==> src/design/ccm_pkg.sv <==
// shared types, constants and aes helper functions for the ccm cipher unit
// no dependencies; imported by every module of the block
`default_nettype none
package ccm_pkg;

	localparam int BLOCK_BYTES = 16;
	localparam int BLOCK_BITS = BLOCK_BYTES * 8;
	localparam logic [7:0] ADATA_FLAG = 8'h40;
	localparam logic [3:0] SHORT_NONCE = 4'd11;
	localparam logic [3:0] MAX_NONCE = 4'd13;
	localparam logic [3:0] LAST_INDEX = 4'd15;
	localparam logic [4:0] MIN_TAG = 5'd4;
	localparam logic [4:0] MAX_TAG = 5'd16;

	localparam logic [1:0] KIND_HEADER = 2'd0;
	localparam logic [1:0] KIND_PAYLOAD = 2'd1;
	localparam logic [1:0] KIND_TAG = 2'd2;
	localparam logic [1:0] KIND_STATUS = 2'd3;

	localparam logic [2:0] CFG_KEY_HIGH = 3'd0;
	localparam logic [2:0] CFG_KEY_LOW = 3'd1;
	localparam logic [2:0] CFG_NONCE_HIGH = 3'd2;
	localparam logic [2:0] CFG_NONCE_LOW = 3'd3;
	localparam logic [2:0] CFG_NONCE_LENGTH = 3'd4;
	localparam logic [2:0] CFG_TAG_LENGTH = 3'd5;
	localparam logic [2:0] CFG_HEADER_LENGTH = 3'd6;
	localparam logic [2:0] CFG_PAYLOAD_LENGTH = 3'd7;

	typedef struct packed {
		logic       action;
		logic [7:0] in_byte;
	} in_t;

	typedef struct packed {
		logic [7:0] out_byte;
		logic [1:0] byte_kind;
		logic       auth_failed;
		logic       last_of_message;
	} out_t;

	typedef struct packed {
		logic [127:0] key;
		logic [103:0] nonce;
		logic [3:0]   nonce_length;
		logic [4:0]   tag_length;
		logic [15:0]  header_length;
		logic [31:0]  payload_length;
	} cfg_t;

	typedef enum logic [2:0] {
		ST_IDLE,
		ST_AES_GO,
		ST_AES_WAIT,
		ST_CLASSIFY,
		ST_PAYLOAD,
		ST_EMIT,
		ST_TAG
	} st_t;

	typedef enum logic [1:0] {
		OP_B0,
		OP_A0,
		OP_CTR,
		OP_MAC
	} op_t;

	localparam logic [7:0] SBOX [256] = '{
		8'h63,8'h7c,8'h77,8'h7b,8'hf2,8'h6b,8'h6f,8'hc5,8'h30,8'h01,8'h67,8'h2b,8'hfe,8'hd7,8'hab,8'h76,
		8'hca,8'h82,8'hc9,8'h7d,8'hfa,8'h59,8'h47,8'hf0,8'had,8'hd4,8'ha2,8'haf,8'h9c,8'ha4,8'h72,8'hc0,
		8'hb7,8'hfd,8'h93,8'h26,8'h36,8'h3f,8'hf7,8'hcc,8'h34,8'ha5,8'he5,8'hf1,8'h71,8'hd8,8'h31,8'h15,
		8'h04,8'hc7,8'h23,8'hc3,8'h18,8'h96,8'h05,8'h9a,8'h07,8'h12,8'h80,8'he2,8'heb,8'h27,8'hb2,8'h75,
		8'h09,8'h83,8'h2c,8'h1a,8'h1b,8'h6e,8'h5a,8'ha0,8'h52,8'h3b,8'hd6,8'hb3,8'h29,8'he3,8'h2f,8'h84,
		8'h53,8'hd1,8'h00,8'hed,8'h20,8'hfc,8'hb1,8'h5b,8'h6a,8'hcb,8'hbe,8'h39,8'h4a,8'h4c,8'h58,8'hcf,
		8'hd0,8'hef,8'haa,8'hfb,8'h43,8'h4d,8'h33,8'h85,8'h45,8'hf9,8'h02,8'h7f,8'h50,8'h3c,8'h9f,8'ha8,
		8'h51,8'ha3,8'h40,8'h8f,8'h92,8'h9d,8'h38,8'hf5,8'hbc,8'hb6,8'hda,8'h21,8'h10,8'hff,8'hf3,8'hd2,
		8'hcd,8'h0c,8'h13,8'hec,8'h5f,8'h97,8'h44,8'h17,8'hc4,8'ha7,8'h7e,8'h3d,8'h64,8'h5d,8'h19,8'h73,
		8'h60,8'h81,8'h4f,8'hdc,8'h22,8'h2a,8'h90,8'h88,8'h46,8'hee,8'hb8,8'h14,8'hde,8'h5e,8'h0b,8'hdb,
		8'he0,8'h32,8'h3a,8'h0a,8'h49,8'h06,8'h24,8'h5c,8'hc2,8'hd3,8'hac,8'h62,8'h91,8'h95,8'he4,8'h79,
		8'he7,8'hc8,8'h37,8'h6d,8'h8d,8'hd5,8'h4e,8'ha9,8'h6c,8'h56,8'hf4,8'hea,8'h65,8'h7a,8'hae,8'h08,
		8'hba,8'h78,8'h25,8'h2e,8'h1c,8'ha6,8'hb4,8'hc6,8'he8,8'hdd,8'h74,8'h1f,8'h4b,8'hbd,8'h8b,8'h8a,
		8'h70,8'h3e,8'hb5,8'h66,8'h48,8'h03,8'hf6,8'h0e,8'h61,8'h35,8'h57,8'hb9,8'h86,8'hc1,8'h1d,8'h9e,
		8'he1,8'hf8,8'h98,8'h11,8'h69,8'hd9,8'h8e,8'h94,8'h9b,8'h1e,8'h87,8'he9,8'hce,8'h55,8'h28,8'hdf,
		8'h8c,8'ha1,8'h89,8'h0d,8'hbf,8'he6,8'h42,8'h68,8'h41,8'h99,8'h2d,8'h0f,8'hb0,8'h54,8'hbb,8'h16
	};

	function automatic logic [7:0] xtime(input logic [7:0] v);
		return {v[6:0], 1'b0} ^ (v[7] ? 8'h1b : 8'h00);
	endfunction

	// one round: sub bytes, shift rows, optional mix columns, add round key
	function automatic logic [127:0] aes_round(input logic [127:0] s, input logic [127:0] rk,
			input logic last);
		logic [7:0]   t [16];
		logic [7:0]   a0, a1, a2, a3, all;
		logic [127:0] r;
		for (int c = 0; c < 4; c++) begin
			for (int j = 0; j < 4; j++) begin
				t[c*4+j] = SBOX[s[8*(15-(((c+j)%4)*4+j)) +: 8]];
			end
		end
		if (!last) begin
			for (int c = 0; c < 4; c++) begin
				a0 = t[c*4];
				a1 = t[c*4+1];
				a2 = t[c*4+2];
				a3 = t[c*4+3];
				all = a0 ^ a1 ^ a2 ^ a3;
				t[c*4]   = a0 ^ all ^ xtime(a0 ^ a1);
				t[c*4+1] = a1 ^ all ^ xtime(a1 ^ a2);
				t[c*4+2] = a2 ^ all ^ xtime(a2 ^ a3);
				t[c*4+3] = a3 ^ all ^ xtime(a3 ^ a0);
			end
		end
		for (int i = 0; i < 16; i++) begin
			r[8*(15-i) +: 8] = t[i];
		end
		return r ^ rk;
	endfunction

	// next round key from the current one
	function automatic logic [127:0] key_step(input logic [127:0] rk, input logic [7:0] rc);
		logic [31:0] tmp, w0, w1, w2, w3;
		tmp = {SBOX[rk[23:16]] ^ rc, SBOX[rk[15:8]], SBOX[rk[7:0]], SBOX[rk[31:24]]};
		w0 = rk[127:96] ^ tmp;
		w1 = rk[95:64] ^ w0;
		w2 = rk[63:32] ^ w1;
		w3 = rk[31:0] ^ w2;
		return {w0, w1, w2, w3};
	endfunction

	// flags byte, nonce bytes, counter or length in the last l bytes
	function automatic logic [127:0] make_block(input logic [7:0] flags, input logic [31:0] tail,
			input logic [103:0] nonce, input logic [3:0] n, input logic [2:0] l);
		logic [127:0] blk;
		blk = '0;
		blk[127:120] = flags;
		for (int j = 0; j < 13; j++) begin
			if (j < int'(n)) begin
				blk[8*(14-j) +: 8] = nonce[8*(12-j) +: 8];
			end
		end
		for (int i = 0; i < 4; i++) begin
			if (i < int'(l)) begin
				blk[8*i +: 8] = tail[8*i +: 8];
			end
		end
		return blk;
	endfunction

endpackage
`default_nettype wire

==> src/design/ccm_front.sv <==
// input word queue between the accepting side and the ccm sequencer
// depends on ccm_pkg for the input word type
`default_nettype none
module ccm_front #(
	parameter int DEPTH = 2
) (
	input  wire logic         clk,
	input  wire logic         arst_n,
	input  wire logic         in_valid,
	output logic              in_ready,
	input  wire ccm_pkg::in_t in_data,
	output logic              q_valid,
	output ccm_pkg::in_t      q_data,
	input  wire logic         q_pop
);
	import ccm_pkg::*;

	localparam int PW = (DEPTH > 1) ? $clog2(DEPTH) : 1;
	localparam int CW = $clog2(DEPTH + 1);

	in_t           mem_q [DEPTH];
	logic [PW-1:0] wr_ptr_q, rd_ptr_q;
	logic [CW-1:0] count_q;
	logic          push, pop;

	assign in_ready = count_q < CW'(DEPTH);
	assign q_valid = count_q != '0;
	assign q_data = mem_q[rd_ptr_q];
	assign push = in_valid && in_ready;
	assign pop = q_pop && q_valid;

	always_ff @(posedge clk) begin
		if (push) begin
			mem_q[wr_ptr_q] <= in_data;
		end
	end

	always_ff @(posedge clk or negedge arst_n) begin
		if (!arst_n) begin
			wr_ptr_q <= '0;
			rd_ptr_q <= '0;
			count_q <= '0;
		end else begin
			if (push) begin
				wr_ptr_q <= (wr_ptr_q == PW'(DEPTH - 1)) ? '0 : wr_ptr_q + 1'b1;
			end
			if (pop) begin
				rd_ptr_q <= (rd_ptr_q == PW'(DEPTH - 1)) ? '0 : rd_ptr_q + 1'b1;
			end
			if (push && !pop) begin
				count_q <= count_q + 1'b1;
			end else if (pop && !push) begin
				count_q <= count_q - 1'b1;
			end
		end
	end

endmodule
`default_nettype wire

==> config.mk <==
export PLATFORM = sky130hd
export DESIGN_NAME = ccm_front
export DESIGN_NICKNAME = d
export VERILOG_FILES = /design/src/design/ccm_pkg.sv /design/src/design/ccm_front.sv
export SDC_FILE = /design/constraint.sdc
export NUM_CORES = 1
export LEC_CHECK = 0
export BUFFER_PORTS_ARGS = -buffer_cell sky130_fd_sc_hd__buf_2
export CAP_MARGIN = 25
export CORE_MARGIN = 2
export CORE_UTILIZATION = 27
export DETAILED_ROUTE_END_ITERATION = 7
export GPL_TIMING_DRIVEN = 0
export SYNTH_ARGS = -nofsm -noshare
export SYNTH_HDL_FRONTEND = slang
export SYNTH_SLANG_ARGS = --single-unit
==> constraint.sdc <==
create_clock -name clk -period 1.72 [get_ports clk]
set_input_delay 0.258 -clock clk [delete_from_list [all_inputs] [get_ports clk]]
set_output_delay 0.258 -clock clk [all_outputs]
set_load 0.01 [all_outputs]
==> results.md <==
- Origin of the worst setup path: rd_ptr_q
- Full die area: about 0.0036 mm2
- Sequential Power Share: approximately 44%
- Synth Area in XOR/XNOR: 5.132%
- Fill count: 297
- Total CTS buffers: 3
- Slew @ Worst Pin: between 0.5 and 0.6 ns
- Number of enable flip-flop cells after synthesis: 18
- Fmax: ~640 MHz
- Critical Path Max Stage Delay: 0.35 ns
- Vias after detailed routing: approximately 460
- Tcrit/Tclk final: between 90% and 100%
- Fin Setup TNS: 0 ns
- Total gr overflow: 0
- Core Footprint: roughly 0.0030 mm2
- Vias in the first global route: 410
- Worst Skew: ~0.0025 ns
- Seq/Total Area, Yosys: between 70% and 80%
- Synth warn: 0
- Int Power: 1.248 mW
- Worst Path Max Fanout: 10
- Slew margin rel.: about 67%
- Worst R2R End: mem_q[0][4]
- Pwr/cell area: 1591 mW/mm2
- RSZ-0062 raised after global routing: no
- Clock sink count: 22
- Comb pwr share: between 30% and 40%
- CP Capture Type: output pin
- RR Startpoint: count_q[1]
- Final std cells w/o fill: ~120
- Peak supply drop: 0.8070 mV
- I/O pin total: 24
- Antenna Diode Count: 0
- Slowest CP cell: mux2_2
- Synth top area share: a little under two thirds
- CTS tree: built
- Final max-slew violation count: 0
- Leakage power: ~0.43 nW
- CP required: about 1.5 ns
- Placed Cells: ~110
- GPL Wtd Cong: approximately 0.70
- Routed wire per std cell: roughly 11 um
- Finish-stage setup viols: 0
- First-pass DRT Iterations: 2
- Async S/R FF share, synth: between 10% and 20%
- Clock power frac: about 22%
- GR Util All Layers: 7.256%
- Post-CTS setup buffers: 0
- Switching Share: about 28%
- Post-Synthesis Cells: 45
- CP cell instances: buf_4, mux2_2, buf_2
- Routed Antenna Nets: 0
- Clock tree buffer depth: 2
- Reg2reg path depth: 2
- Routed wire length: approximately 1.3 mm
- Clk Latency, worst-skew pair: ~0.30 ns
- Drt drc: 0
- Synth Area in Simple Gates: 5.132%
- Final count of hold timing violations: 0
- #FFs+latches synth: 22
- Multiplexer share of the synthesized area: 11.88%
- Largest net degree at the start of global routing: 14
- Worst Path Arrival: between 1 and 1.5 ns
- Final WS setup: 0.1483 ns
- Syn Area/Cell: 18.96 um2
- Initial antenna violation count: 0
- Startpoint Class: register
- Cell taking the most area after synthesis: edfxtp_1
- Synth Area in Adders: between 1 and 1.5%
- Row cnt: 20
- DRT iter0 DRCs: 4
- DP Worst Slack: -0.03919 ns
- Area grow syn2layout: 27.57%
- Clk slew on worst S/H paths: ~0.12 ns
- Crit path time final: approximately 1.6 ns
- Worst min-delay path class: input port to register
- Combinational family with the most area after synthesis: multiplexers
- Final Net Count: 88
- Port Buffers: 23
- Setup Crit Path Kind: register to output pin
- Switching power: 0.4847 mW
- Compound-gate portion of the synthesized area: 0%
- Die Y-Extent: 60.22 um
- Synth Net Count: just under 60
- Max-Cap Viols: 0
- Top area cells in the synthesized netlist: edfxtp_1 (63%), mux2_2 (12%), dfrtp_1 (12%)
- Layout cells sized above 1: between 50% and 60%
- Total Power: 1.732 mW
- Root Driver: clkbuf_4
- Synth cell types: 14
- Dominant synthesized flop cell: edfxtp_1
- First-pass GRT wire length: approximately 1.8 mm
- Cell Area, Synth: about 850 um2
- DR vias/cell: approximately 3.9
- Reg2Reg Setup Slack: around 0.24 ns
- H-tree depth: 1
- Initial core utilization: 28.18%
- Outcome: finished, final reports clean
- CP Capture Point: q_data[4]
- Die Wd: 60.22 um
metrics by stage:
step	hold slack, ns	cell area [um2]	util (%)
6_report	0.1372	1089	35.95
5_1_grt	0.1062	1089	35.95
4_1_cts	0.1221	1089	35.95
3_5_place_dp	0.06982	1023	33.80
3_3_place_gp	0.06639	1023	33.80
2_1_floorplan	-0.03759	853.3	-
placed cells by master, fill, tap and decap left out:
cell type and count:
and2_1 1, and2b_1 1, buf_2 23, buf_4 1, bufinv_16 1, clkbuf_4 3
dfrtp_1 4, dlygate4sd3_1 1, edfxtp_1 18, ha_1 1, inv_1 1, mux2_2 9
nand2_4 1, nor2_1 1, nor2b_2 1, or2_4 1, xnor2_1 3, xor2_1 2
power groups by stage:
stage	registers (mW)	logic [mW]	clock network (mW)
after global routing	0.781	0.635	0.417
after CTS	0.770	0.597	0.398
after global placement	0.772	0.577	0
after detailed placement	0.782	0.587	0
final	0.769	0.579	0.384
after floorplan	0.767	0.415	0
what timing repair did:
action	4_1_cts	5_1_grt
endpoints found under the setup margin	9	0
hold buffers	1	0
resized for setup	1	0
endpoints found under the hold margin	4	0
layout make-up:
cell class                 instances  area, um2  share of cell area [%]
buffer                             1      7.507                  0.6897
clock inverter                     1      30.03                   2.759
clock buffer                       3      22.52                   2.069
timing repair buffer              24      125.1                   11.49
inverter                           1      3.754                  0.3448
multi-input combinational         21      203.9                   18.74
sequential                        22      640.6                   58.85
tap                               44      55.05                   5.057
worst max-delay path: cells and delay by family, from the launching register on:
family | cells | cell delay, ns
multiplexers | 1 | 0.35
flip-flops | 1 | 0.34
buffers and inverters | 2 | 0.32
metal layers:
layer | GRT usage [%] | part of all wire (%)
met1 | 7.891 | 41
met2 | 11.96 | 49
met3 | 4.978 | 9.2
met4 | 0.9524 | 0
met5 | 0 | 0
state kept, by name (all words and copies together), names as in the netlist:
name	cells
mem_q	18
count_q	2
rd_ptr_q	1
wr_ptr_q	1
cell usage after synthesis, types with 2 or more instances:
| master | n |
|---|---|
| edfxtp_1 | 18 |
| mux2_2 | 9 |
| dfrtp_1 | 4 |
| xnor2_1 | 3 |
| xor2_1 | 2 |
cells by family after synthesis:
kind of cell,count (synthesis)
buffers and inverters,2
multiplexers,9
AND/OR/NAND/NOR,6
adder cells (fa/ha/maj),1
flip-flops,22
XOR/XNOR,5
how the worst min path moves through the flow:
| stage | from | end | slack [ns] | cells after the start |
|---|---|---|---|---|
| final | in_data[3] | mem_q[1][3] | 0.14 | 1 |
| after global routing | in_data[7] | mem_q[0][7] | 0.11 | 1 |
| after CTS | in_data[3] | mem_q[1][3] | 0.12 | 1 |
| after detailed placement | arst_n | count_q[1] | 0.07 | 1 |
| after global placement | arst_n | count_q[1] | 0.07 | 1 |
| after floorplan | arst_n | count_q[0] | -0.04 | 0 |
Power figures use the tool's default switching activity.
