File: config.mk
export PLATFORM = sky130hd
export DESIGN_NAME = ccm_back
export DESIGN_NICKNAME = d
export VERILOG_FILES = /design/src/design/ccm_pkg.sv /design/src/design/ccm_back.sv
export SDC_FILE = /design/constraint.sdc
export NUM_CORES = 2
export LEC_CHECK = 0
export BUFFER_PORTS_ARGS = -buffer_cell sky130_fd_sc_hd__buf_2
export CELL_PAD_IN_SITES_DETAIL_PLACEMENT = 1
export CELL_PAD_IN_SITES_GLOBAL_PLACEMENT = 2
export CORE_ASPECT_RATIO = 1.2
export CORE_MARGIN = 2
export CORE_UTILIZATION = 41
export DETAILED_ROUTE_END_ITERATION = 16
export GPL_TIMING_DRIVEN = 1
export HOLD_SLACK_MARGIN = 0.15
export PLACE_DENSITY_LB_ADDON = 0.1
export SLEW_MARGIN = 20
export SYNTH_ARGS = -nofsm -noshare
export SYNTH_HDL_FRONTEND = slang
export SYNTH_SLANG_ARGS = --single-unit
export TNS_END_PERCENT = 5
File: constraint.sdc
create_clock -name clk -period 12 [get_ports clk]
set_input_delay 2.4 -clock clk [delete_from_list [all_inputs] [get_ports clk]]
set_output_delay 2.4 -clock clk [all_outputs]
set_load 0.02 [all_outputs]
File: src/design/ccm_pkg.sv
// shared types, constants and aes helper functions for the ccm cipher unit
// no dependencies; imported by every module of the block
`default_nettype none
package ccm_pkg;

	localparam int BLOCK_BYTES = 16;
	localparam int BLOCK_BITS = BLOCK_BYTES * 8;
	localparam logic [7:0] ADATA_FLAG = 8'h40;
	localparam logic [3:0] SHORT_NONCE = 4'd11;
	localparam logic [3:0] MAX_NONCE = 4'd13;
	localparam logic [3:0] LAST_INDEX = 4'd15;
	localparam logic [4:0] MIN_TAG = 5'd4;
	localparam logic [4:0] MAX_TAG = 5'd16;

	localparam logic [1:0] KIND_HEADER = 2'd0;
	localparam logic [1:0] KIND_PAYLOAD = 2'd1;
	localparam logic [1:0] KIND_TAG = 2'd2;
	localparam logic [1:0] KIND_STATUS = 2'd3;

	localparam logic [2:0] CFG_KEY_HIGH = 3'd0;
	localparam logic [2:0] CFG_KEY_LOW = 3'd1;
	localparam logic [2:0] CFG_NONCE_HIGH = 3'd2;
	localparam logic [2:0] CFG_NONCE_LOW = 3'd3;
	localparam logic [2:0] CFG_NONCE_LENGTH = 3'd4;
	localparam logic [2:0] CFG_TAG_LENGTH = 3'd5;
	localparam logic [2:0] CFG_HEADER_LENGTH = 3'd6;
	localparam logic [2:0] CFG_PAYLOAD_LENGTH = 3'd7;

	typedef struct packed {
		logic       action;
		logic [7:0] in_byte;
	} in_t;

	typedef struct packed {
		logic [7:0] out_byte;
		logic [1:0] byte_kind;
		logic       auth_failed;
		logic       last_of_message;
	} out_t;

	typedef struct packed {
		logic [127:0] key;
		logic [103:0] nonce;
		logic [3:0]   nonce_length;
		logic [4:0]   tag_length;
		logic [15:0]  header_length;
		logic [31:0]  payload_length;
	} cfg_t;

	typedef enum logic [2:0] {
		ST_IDLE,
		ST_AES_GO,
		ST_AES_WAIT,
		ST_CLASSIFY,
		ST_PAYLOAD,
		ST_EMIT,
		ST_TAG
	} st_t;

	typedef enum logic [1:0] {
		OP_B0,
		OP_A0,
		OP_CTR,
		OP_MAC
	} op_t;

	localparam logic [7:0] SBOX [256] = '{
		8'h63,8'h7c,8'h77,8'h7b,8'hf2,8'h6b,8'h6f,8'hc5,8'h30,8'h01,8'h67,8'h2b,8'hfe,8'hd7,8'hab,8'h76,
		8'hca,8'h82,8'hc9,8'h7d,8'hfa,8'h59,8'h47,8'hf0,8'had,8'hd4,8'ha2,8'haf,8'h9c,8'ha4,8'h72,8'hc0,
		8'hb7,8'hfd,8'h93,8'h26,8'h36,8'h3f,8'hf7,8'hcc,8'h34,8'ha5,8'he5,8'hf1,8'h71,8'hd8,8'h31,8'h15,
		8'h04,8'hc7,8'h23,8'hc3,8'h18,8'h96,8'h05,8'h9a,8'h07,8'h12,8'h80,8'he2,8'heb,8'h27,8'hb2,8'h75,
		8'h09,8'h83,8'h2c,8'h1a,8'h1b,8'h6e,8'h5a,8'ha0,8'h52,8'h3b,8'hd6,8'hb3,8'h29,8'he3,8'h2f,8'h84,
		8'h53,8'hd1,8'h00,8'hed,8'h20,8'hfc,8'hb1,8'h5b,8'h6a,8'hcb,8'hbe,8'h39,8'h4a,8'h4c,8'h58,8'hcf,
		8'hd0,8'hef,8'haa,8'hfb,8'h43,8'h4d,8'h33,8'h85,8'h45,8'hf9,8'h02,8'h7f,8'h50,8'h3c,8'h9f,8'ha8,
		8'h51,8'ha3,8'h40,8'h8f,8'h92,8'h9d,8'h38,8'hf5,8'hbc,8'hb6,8'hda,8'h21,8'h10,8'hff,8'hf3,8'hd2,
		8'hcd,8'h0c,8'h13,8'hec,8'h5f,8'h97,8'h44,8'h17,8'hc4,8'ha7,8'h7e,8'h3d,8'h64,8'h5d,8'h19,8'h73,
		8'h60,8'h81,8'h4f,8'hdc,8'h22,8'h2a,8'h90,8'h88,8'h46,8'hee,8'hb8,8'h14,8'hde,8'h5e,8'h0b,8'hdb,
		8'he0,8'h32,8'h3a,8'h0a,8'h49,8'h06,8'h24,8'h5c,8'hc2,8'hd3,8'hac,8'h62,8'h91,8'h95,8'he4,8'h79,
		8'he7,8'hc8,8'h37,8'h6d,8'h8d,8'hd5,8'h4e,8'ha9,8'h6c,8'h56,8'hf4,8'hea,8'h65,8'h7a,8'hae,8'h08,
		8'hba,8'h78,8'h25,8'h2e,8'h1c,8'ha6,8'hb4,8'hc6,8'he8,8'hdd,8'h74,8'h1f,8'h4b,8'hbd,8'h8b,8'h8a,
		8'h70,8'h3e,8'hb5,8'h66,8'h48,8'h03,8'hf6,8'h0e,8'h61,8'h35,8'h57,8'hb9,8'h86,8'hc1,8'h1d,8'h9e,
		8'he1,8'hf8,8'h98,8'h11,8'h69,8'hd9,8'h8e,8'h94,8'h9b,8'h1e,8'h87,8'he9,8'hce,8'h55,8'h28,8'hdf,
		8'h8c,8'ha1,8'h89,8'h0d,8'hbf,8'he6,8'h42,8'h68,8'h41,8'h99,8'h2d,8'h0f,8'hb0,8'h54,8'hbb,8'h16
	};

	function automatic logic [7:0] xtime(input logic [7:0] v);
		return {v[6:0], 1'b0} ^ (v[7] ? 8'h1b : 8'h00);
	endfunction

	// one round: sub bytes, shift rows, optional mix columns, add round key
	function automatic logic [127:0] aes_round(input logic [127:0] s, input logic [127:0] rk,
			input logic last);
		logic [7:0]   t [16];
		logic [7:0]   a0, a1, a2, a3, all;
		logic [127:0] r;
		for (int c = 0; c < 4; c++) begin
			for (int j = 0; j < 4; j++) begin
				t[c*4+j] = SBOX[s[8*(15-(((c+j)%4)*4+j)) +: 8]];
			end
		end
		if (!last) begin
			for (int c = 0; c < 4; c++) begin
				a0 = t[c*4];
				a1 = t[c*4+1];
				a2 = t[c*4+2];
				a3 = t[c*4+3];
				all = a0 ^ a1 ^ a2 ^ a3;
				t[c*4]   = a0 ^ all ^ xtime(a0 ^ a1);
				t[c*4+1] = a1 ^ all ^ xtime(a1 ^ a2);
				t[c*4+2] = a2 ^ all ^ xtime(a2 ^ a3);
				t[c*4+3] = a3 ^ all ^ xtime(a3 ^ a0);
			end
		end
		for (int i = 0; i < 16; i++) begin
			r[8*(15-i) +: 8] = t[i];
		end
		return r ^ rk;
	endfunction

	// next round key from the current one
	function automatic logic [127:0] key_step(input logic [127:0] rk, input logic [7:0] rc);
		logic [31:0] tmp, w0, w1, w2, w3;
		tmp = {SBOX[rk[23:16]] ^ rc, SBOX[rk[15:8]], SBOX[rk[7:0]], SBOX[rk[31:24]]};
		w0 = rk[127:96] ^ tmp;
		w1 = rk[95:64] ^ w0;
		w2 = rk[63:32] ^ w1;
		w3 = rk[31:0] ^ w2;
		return {w0, w1, w2, w3};
	endfunction

	// flags byte, nonce bytes, counter or length in the last l bytes
	function automatic logic [127:0] make_block(input logic [7:0] flags, input logic [31:0] tail,
			input logic [103:0] nonce, input logic [3:0] n, input logic [2:0] l);
		logic [127:0] blk;
		blk = '0;
		blk[127:120] = flags;
		for (int j = 0; j < 13; j++) begin
			if (j < int'(n)) begin
				blk[8*(14-j) +: 8] = nonce[8*(12-j) +: 8];
			end
		end
		for (int i = 0; i < 4; i++) begin
			if (i < int'(l)) begin
				blk[8*i +: 8] = tail[8*i +: 8];
			end
		end
		return blk;
	endfunction

endpackage
`default_nettype wire

File: src/design/ccm_back.sv
// ccm sequencer: classifies each queued word, drives the aes core, emits result words
// depends on ccm_pkg and on the ccm_aes core wired up at the top level
`default_nettype none
module ccm_back (
	input  wire logic          clk,
	input  wire logic          arst_n,
	input  wire ccm_pkg::cfg_t cfg,
	input  wire logic          q_valid,
	input  wire ccm_pkg::in_t  q_data,
	output logic               q_pop,
	output logic               aes_start,
	output logic [127:0]       aes_din,
	input  wire logic          aes_done,
	input  wire logic [127:0]  aes_dout,
	output logic               out_valid,
	input  wire logic          out_ready,
	output ccm_pkg::out_t      out_data
);
	import ccm_pkg::*;

	st_t          state_q, state_d;
	op_t          op_q;
	logic         act_q, mis_q, tag_after_q, end_q, out_valid_q;
	logic [7:0]   byte_q;
	logic [32:0]  pos_q;
	logic [31:0]  ctr_q;
	logic [127:0] chain_q, gather_q, ks_q, mask_q;
	logic [3:0]   idx_q;
	out_t         res_q, out_q, out_word;
	logic         out_load;

	logic [3:0]  n_eff;
	logic [4:0]  m_eff, m_less2;
	logic [2:0]  l_len, l_less1;
	logic [7:0]  flags_b0, flags_ctr;
	logic [32:0] h_ext, p_ext, hp, qv, kv;
	logic [3:0]  hdr_o, qo;
	logic        pos_hdr, pos_pay, hdr_last, pay_last, hdr_absorb, pay_absorb;
	logic        cmp_fail, tag_done, slot_free, tag_last;
	logic [7:0]  ks_byte, c_byte, tag_byte;

	assign n_eff = (cfg.nonce_length > MAX_NONCE) ? MAX_NONCE : cfg.nonce_length;
	assign m_eff = (cfg.tag_length < MIN_TAG) ? MIN_TAG :
		(cfg.tag_length > MAX_TAG) ? MAX_TAG : cfg.tag_length;
	assign m_less2 = m_eff - 5'd2;
	assign l_len = (n_eff > SHORT_NONCE) ? 3'(LAST_INDEX - n_eff) : 3'(LAST_INDEX - SHORT_NONCE);
	assign l_less1 = l_len - 3'd1;
	assign flags_b0 = ((cfg.header_length != '0) ? ADATA_FLAG : 8'h00) |
		{2'b00, m_less2[3:1], l_less1};
	assign flags_ctr = {5'b00000, l_less1};

	assign h_ext = 33'(cfg.header_length);
	assign p_ext = 33'(cfg.payload_length);
	assign hp = h_ext + p_ext;
	assign qv = pos_q - h_ext;
	assign kv = pos_q - hp;
	assign qo = qv[3:0];
	assign hdr_o = pos_q[3:0] + 4'd2;
	assign pos_hdr = pos_q < h_ext;
	assign pos_pay = pos_q < hp;
	assign hdr_last = (pos_q + 33'd1) == h_ext;
	assign pay_last = (qv + 33'd1) == p_ext;
	assign hdr_absorb = (hdr_o == LAST_INDEX) || hdr_last;
	assign pay_absorb = (qo == LAST_INDEX) || pay_last;

	assign ks_byte = ks_q[{~qo, 3'b000} +: 8];
	assign c_byte = byte_q ^ ks_byte;
	assign cmp_fail = (kv < 33'(m_eff)) &&
		((byte_q ^ mask_q[{~kv[3:0], 3'b000} +: 8]) != chain_q[{~kv[3:0], 3'b000} +: 8]);
	assign tag_done = (kv + 33'd1) >= 33'(m_eff);
	assign tag_byte = chain_q[{~idx_q, 3'b000} +: 8] ^ mask_q[{~idx_q, 3'b000} +: 8];
	assign tag_last = ({1'b0, idx_q} + 5'd1) == m_eff;
	assign slot_free = !out_valid_q || out_ready;

	always_comb begin
		case (op_q)
			OP_B0:   aes_din = make_block(flags_b0, cfg.payload_length, cfg.nonce, n_eff, l_len);
			OP_A0:   aes_din = make_block(flags_ctr, 32'd0, cfg.nonce, n_eff, l_len);
			OP_CTR:  aes_din = make_block(flags_ctr, ctr_q, cfg.nonce, n_eff, l_len);
			OP_MAC:  aes_din = chain_q ^ gather_q;
			default: aes_din = chain_q ^ gather_q;
		endcase
	end

	always_comb begin
		state_d = state_q;
		q_pop = 1'b0;
		aes_start = 1'b0;
		out_load = 1'b0;
		out_word = res_q;
		case (state_q)
			ST_IDLE: begin
				if (q_valid) begin
					q_pop = 1'b1;
					state_d = (pos_q == '0) ? ST_AES_GO : ST_CLASSIFY;
				end
			end
			ST_AES_GO: begin
				aes_start = 1'b1;
				state_d = ST_AES_WAIT;
			end
			ST_AES_WAIT: begin
				if (aes_done) begin
					case (op_q)
						OP_B0:   state_d = ST_AES_GO;
						OP_A0:   state_d = ST_CLASSIFY;
						OP_CTR:  state_d = ST_PAYLOAD;
						OP_MAC:  state_d = ST_EMIT;
						default: state_d = ST_EMIT;
					endcase
				end
			end
			ST_CLASSIFY: begin
				if (pos_hdr) begin
					state_d = hdr_absorb ? ST_AES_GO : ST_EMIT;
				end else if (pos_pay) begin
					state_d = (qo == '0) ? ST_AES_GO : ST_PAYLOAD;
				end else if (!act_q) begin
					state_d = ST_TAG;
				end else begin
					state_d = tag_done ? ST_EMIT : ST_IDLE;
				end
			end
			ST_PAYLOAD: begin
				state_d = pay_absorb ? ST_AES_GO : ST_EMIT;
			end
			ST_EMIT: begin
				if (slot_free) begin
					out_load = 1'b1;
					state_d = tag_after_q ? ST_TAG : ST_IDLE;
				end
			end
			ST_TAG: begin
				out_word = '{out_byte: tag_byte, byte_kind: KIND_TAG, auth_failed: 1'b0,
					last_of_message: tag_last};
				if (slot_free) begin
					out_load = 1'b1;
					if (tag_last) begin
						state_d = ST_IDLE;
					end
				end
			end
			default: state_d = ST_IDLE;
		endcase
	end

	always_ff @(posedge clk or negedge arst_n) begin
		if (!arst_n) begin
			state_q <= ST_IDLE;
		end else begin
			state_q <= state_d;
		end
	end

	// payload registers without reset
	always_ff @(posedge clk) begin
		if (state_q == ST_IDLE && q_valid) begin
			act_q <= q_data.action;
			byte_q <= q_data.in_byte;
		end
		if (state_q == ST_AES_WAIT && aes_done) begin
			if (op_q == OP_A0) begin
				mask_q <= aes_dout;
			end
			if (op_q == OP_CTR) begin
				ks_q <= aes_dout;
			end
		end
		if (state_q == ST_CLASSIFY) begin
			idx_q <= '0;
			if (pos_hdr) begin
				res_q <= '{out_byte: byte_q, byte_kind: KIND_HEADER, auth_failed: 1'b0,
					last_of_message: 1'b0};
				tag_after_q <= !act_q && (cfg.payload_length == '0) && hdr_last;
				end_q <= 1'b0;
			end else if (!pos_pay) begin
				res_q <= '{out_byte: 8'h00, byte_kind: KIND_STATUS,
					auth_failed: mis_q || cmp_fail, last_of_message: 1'b1};
				tag_after_q <= 1'b0;
				end_q <= 1'b1;
			end
		end
		if (state_q == ST_PAYLOAD) begin
			res_q <= '{out_byte: c_byte, byte_kind: KIND_PAYLOAD, auth_failed: 1'b0,
				last_of_message: 1'b0};
			tag_after_q <= !act_q && pay_last;
			end_q <= 1'b0;
			idx_q <= '0;
		end
		if (state_q == ST_TAG && slot_free) begin
			idx_q <= idx_q + 4'd1;
		end
		if (out_load) begin
			out_q <= out_word;
		end
	end

	// message state and output handshake
	always_ff @(posedge clk or negedge arst_n) begin
		if (!arst_n) begin
			op_q <= OP_B0;
			pos_q <= '0;
			ctr_q <= '0;
			mis_q <= 1'b0;
			chain_q <= '0;
			gather_q <= '0;
			out_valid_q <= 1'b0;
		end else begin
			if (out_load) begin
				out_valid_q <= 1'b1;
			end else if (out_ready) begin
				out_valid_q <= 1'b0;
			end
			case (state_q)
				ST_IDLE: begin
					if (q_valid && pos_q == '0) begin
						op_q <= OP_B0;
					end
				end
				ST_AES_WAIT: begin
					if (aes_done) begin
						case (op_q)
							OP_B0: begin
								chain_q <= aes_dout;
								gather_q <= (cfg.header_length != '0) ?
									{cfg.header_length, 112'd0} : '0;
								op_q <= OP_A0;
							end
							OP_A0: begin
								ctr_q <= '0;
								mis_q <= 1'b0;
							end
							OP_MAC: begin
								chain_q <= aes_dout;
								gather_q <= '0;
							end
							default: begin
							end
						endcase
					end
				end
				ST_CLASSIFY: begin
					if (pos_hdr) begin
						gather_q[{~hdr_o, 3'b000} +: 8] <= byte_q;
						op_q <= OP_MAC;
					end else if (pos_pay) begin
						if (qo == '0) begin
							ctr_q <= ctr_q + 32'd1;
							op_q <= OP_CTR;
						end
					end else if (act_q) begin
						if (cmp_fail) begin
							mis_q <= 1'b1;
						end
						if (!tag_done) begin
							pos_q <= pos_q + 33'd1;
						end
					end
				end
				ST_PAYLOAD: begin
					gather_q[{~qo, 3'b000} +: 8] <= act_q ? c_byte : byte_q;
					op_q <= OP_MAC;
				end
				ST_EMIT: begin
					if (slot_free) begin
						pos_q <= end_q ? '0 : pos_q + 33'd1;
					end
				end
				ST_TAG: begin
					if (slot_free && tag_last) begin
						pos_q <= '0;
					end
				end
				default: begin
				end
			endcase
		end
	end

	assign out_valid = out_valid_q;
	assign out_data = out_q;

endmodule
`default_nettype wire

==> results.md <==
- For this design, the sink count on the clock tree is 621.
- The via count of the first global-routing pass is 37750.
- The final critical delay including setup and external delays is 10220 ps.
- The synthesis warning total is 0.
- The portion of synthesized cell area occupied by the leading cell type is 0.2082.
- The cell occurring most often along the worst timing path is sky130_fd_sc_hd__o21ai_0.
- The routed wire length is 196300 µm.
- The worst setup path is captured at a flop.
- The layout has 11320 filler cells.
- The internal portion of the total power is 6.826 mW.
- After detailed routing, the average wire length per cell comes to 33.54 µm.
- Synthesis produced a netlist with a net count of 4617.
- In this run the vertical extent of the chip is 353.9 µm.
- STA puts the critical path data arrival time at 10770 ps.
- Before antenna repair, the detailed router went through 5 iterations.
- The final total power is 13.56 mW.
- The post-route DRC violation count is 0.
- In this run the worst path has a maximum fanout of 18.
- The number of endpoints with negative hold slack in the final report is 0.
- sky130_fd_sc_hd__edfxtp_1 takes more of the synthesized area than any other cell.
- The switching component of the power is 6.736 mW.
- For the pin with the worst max-slew slack, the measured transition is 1309 ps.
- The vias after detailed routing is 37130.
- The min-delay analysis places its worst path in the category flop to flop.
- The HPWL after detailed placement is 149500 µm.
- CTS built an H-tree with a depth of 3.
- The number of synthesized register bits is 621.
- The die is 295.6 µm wide.
- Static timing analysis puts the maximum clock frequency at 97.87 MHz.
- The category of cells accounting for the largest share of critical-path delay is compound AO/OA/AOI/OAI gates.
- The post-synthesis cell count is 4086.
- The total core area is 101400 µm².
- Once placement completed, the tool counted placed cells totaling 5712.
- The initial utilization of the core area, before any placement, comes to 0.4126.
- The count of port buffers added during placement is 445.
- The clock latency on the worst-skew pair is 680 ps.
- Together, buffers and inverters on the worst path number 4.
- The synthesized design contains 290 enable-type register cells.
- Setup violations remaining at the end of the flow were counted as 0.
- Setup repair after global routing left no endpoint under its margin.
- The global-route wire length before repair is 278200 µm.
- The weighted congestion reported at the end of routability-driven placement is 0.9341.
- TritonCTS built the clock tree.
- The top cell types in the final layout, fill and taps aside, are sky130_fd_sc_hd__buf_2, sky130_fd_sc_hd__nand2_1, sky130_fd_sc_hd__dfrtp_1.
- The worst hold slack is 477.0 ps.
- The peak supply drop is 0.0001710 V.
- For the worst setup path, the data required time is 12550 ps.
- The worst setup path is launched from an input port.
- The clock passes through at most 3 buffers.
- The analysis attributes to cell leakage a power of 18.38 nW.
- For the final database, setup skew stands at 45.46 ps.
- For this run, the register share of the synthesized area comes to 0.4059.
- The number of buffers created by CTS is 71.
- The instance area at placement is 45440 µm².
- In the synthesized netlist the dominant register cell turns out to be sky130_fd_sc_hd__dfrtp_1.
- Once the clock tree was built, the setup fixing pass inserted 0 buffers.
- Sorting the synthesized cells by area gives the leading types as sky130_fd_sc_hd__edfxtp_1, sky130_fd_sc_hd__dfrtp_1, sky130_fd_sc_hd__mux4_2.
- The number of antenna violations at the first check in global routing was 26.
- The part of the power in combinational logic is 0.563.
- Leaving out fill and tap cells, the most frequent cell in the layout is sky130_fd_sc_hd__buf_2.
- The post-CTS clock slew at the launch and capture registers of the worst setup and hold paths is 60 ps.
- CTS placed an instance of sky130_fd_sc_hd__clkbuf_16 at the clock tree root.
- The worst setup path is of the input port to flop kind.
- The distinct cell type count after synthesis is 102.
- Across the whole layout, storage elements account for 16980 µm².
- The final layout net count is 4951.
- The mean post-synth cell area is 10.24 µm².
- The cell row count is 128.
- For this run, the number of standard cells in the final layout without fillers is 5851.
- The number of gates resized after CTS is 0.
- The overall global routing resource usage is 0.3730.
- The mapped netlist covers 41830 µm².
- The count of nets left with antenna violations once routing finished came out at 0.
- Entering global routing, the biggest net connects 145 pins.
- The post-route clock period utilization is 0.8515.
- Buffers inserted to repair hold after CTS numbered 0.
- Of the cells placed in the final design, the portion with a size suffix greater than 1 is 0.2240.
- Of the total power, the share spent switching nets is 0.4967.
- The flow ran to the end, and the final reports show no timing, DRC or antenna violations.
- Compared with the post-synthesis result, the final layout area differs by 14.68%.
- The cell area power density is 282.7 nW/µm².
- The async set-or-reset flop fraction in the synthesized netlist is 0.5282.
- 574 I/O pins were placed.
- In the final layout, the multi-input gates occupy 23650 µm².
- The highest-delay cell along the critical path is sky130_fd_sc_hd__nor4bb_1.
- Global routing finished with a remaining overflow of 0.
- The share of total power dissipated in the clock network is 0.174.
- The worst pin sits at a relative slew slack of 0.1272.
- Of the total power, registers draw 0.262.
- In this design, the stage delay of the slowest critical-path cell is 690 ps.
- The via-per-instance ratio is 6.346.
- The overall die area is 104600 µm².
- After routing, the total negative slack on setup checks comes to 0 ps.
- The first routing iteration left 3395 violations.
- The max-slew violation count is 0.
- Once layout is done, the placed cells without fillers occupy 47970 µm².
- The number of violations of the max-capacitance limit is 0.
-- per-stage QoR --
stage | worst slack [ps] | util
after floorplan | 3371 | -
after global placement | 1277 | 0.4482
after detailed placement | 1201 | 0.4482
after CTS | 1827 | 0.4728
after global routing | 1341 | 0.4730
final | 1782 | 0.4732
-- cells in the mapped netlist, types with 53 or more instances --
master / count
sky130_fd_sc_hd__a21oi_1: 219
sky130_fd_sc_hd__a22o_1: 140
sky130_fd_sc_hd__clkbuf_1: 186
sky130_fd_sc_hd__dfrtp_1: 328
sky130_fd_sc_hd__edfxtp_1: 290
sky130_fd_sc_hd__ha_1: 97
sky130_fd_sc_hd__inv_1: 90
sky130_fd_sc_hd__mux2_2: 130
sky130_fd_sc_hd__mux4_2: 192
sky130_fd_sc_hd__nand2_1: 430
sky130_fd_sc_hd__nand3_1: 76
sky130_fd_sc_hd__nor2_1: 298
sky130_fd_sc_hd__nor3_1: 77
sky130_fd_sc_hd__nor4_1: 53
sky130_fd_sc_hd__o21ai_0: 259
sky130_fd_sc_hd__o22ai_1: 121
sky130_fd_sc_hd__or3_1: 57
sky130_fd_sc_hd__xnor2_1: 272
sky130_fd_sc_hd__xor2_1: 89
-- final timing paths --
path	start	to	slack, ps	cells after the start
hold reg to reg	res_q[1]	res_q[1]	480	2
hold / removal	res_q[1]	res_q[1]	480	2
setup / recovery	cfg[0]	pos_q[18]	1780	32
min in group asynchronous	arst_n	out_valid	1750	1
setup reg to reg	pos_q[0]	pos_q[18]	5100	16
max in group asynchronous	arst_n	gather_q[94]	8010	3
-- cells by family (layout without fill, tap and decap cells) --
family | count (synthesis) | after routing | synth area share
other | 0 | 8 | 0
flip-flops | 621 | 621 | 0.4059
AO/OA/AOI/OAI | 1044 | 1044 | 0.1634
AND/OR/NAND/NOR | 1255 | 1255 | 0.1430
adder cells (fa/ha/maj) | 100 | 100 | 0.03045
multiplexers | 362 | 362 | 0.1480
XOR/XNOR | 363 | 363 | 0.07670
buffers and inverters | 341 | 733 | 0.03261
-- sequential cells by signal (all words and copies together) (netlist names), 4 cells and up --
signal and count:
byte_q 8, out_data 12, ctr_q 32, pos_q 33
mask_q 128, ks_q 128, gather_q 128, chain_q 128
idx_q 4, res_q 10
-- area by class of cell --
class | count | area share
repair buffers | 512 | 0.05798
inverters | 90 | 0.007042
well taps | 1365 | 0.03560
flip-flops and latches | 621 | 0.3539
multi-input cells | 3124 | 0.4931
clock inverters | 33 | 0.01176
diodes | 8 | 0.0004173
clock buffers | 98 | 0.04019
-- metal layers --
metal | part of all wire | track usage | up-vias
met2 | 0.47 | 0.6115 | 1757
li1 | - | - | 16050
met4 | 0.087 | 0.2738 | 10
met1 | 0.37 | 0.4423 | 18850
met5 | 0.00033 | 0 | -
met3 | 0.069 | 0.05976 | 464
-- worst register-to-register path, cell delays in order, from the launching register on --
cell and delay (ps):
sky130_fd_sc_hd__dfrtp_1 640, sky130_fd_sc_hd__inv_1 430, sky130_fd_sc_hd__ha_4 300, sky130_fd_sc_hd__fa_4 450
sky130_fd_sc_hd__nor2b_1 510, sky130_fd_sc_hd__o2111ai_1 250, sky130_fd_sc_hd__nand3b_1 270, sky130_fd_sc_hd__a21oi_1 120
sky130_fd_sc_hd__xnor2_1 580, sky130_fd_sc_hd__nand3_1 410, sky130_fd_sc_hd__nor4_1 620, sky130_fd_sc_hd__a41oi_1 210
sky130_fd_sc_hd__a211oi_1 650, sky130_fd_sc_hd__and4bb_2 640, sky130_fd_sc_hd__buf_4 340, sky130_fd_sc_hd__o21ai_0 120
sky130_fd_sc_hd__a22o_1 240
-- power by group through the flow --
stage	sequential (mW)	combinational [mW]	clock, mW
after CTS	3.53	7.54	2.37
after detailed placement	3.56	7.47	0
final	3.55	7.64	2.37
after global routing	3.55	8.01	2.45
after floorplan	2.99	4.75	0
after global placement	3.54	7.38	0
Power figures use the tool's default switching activity.
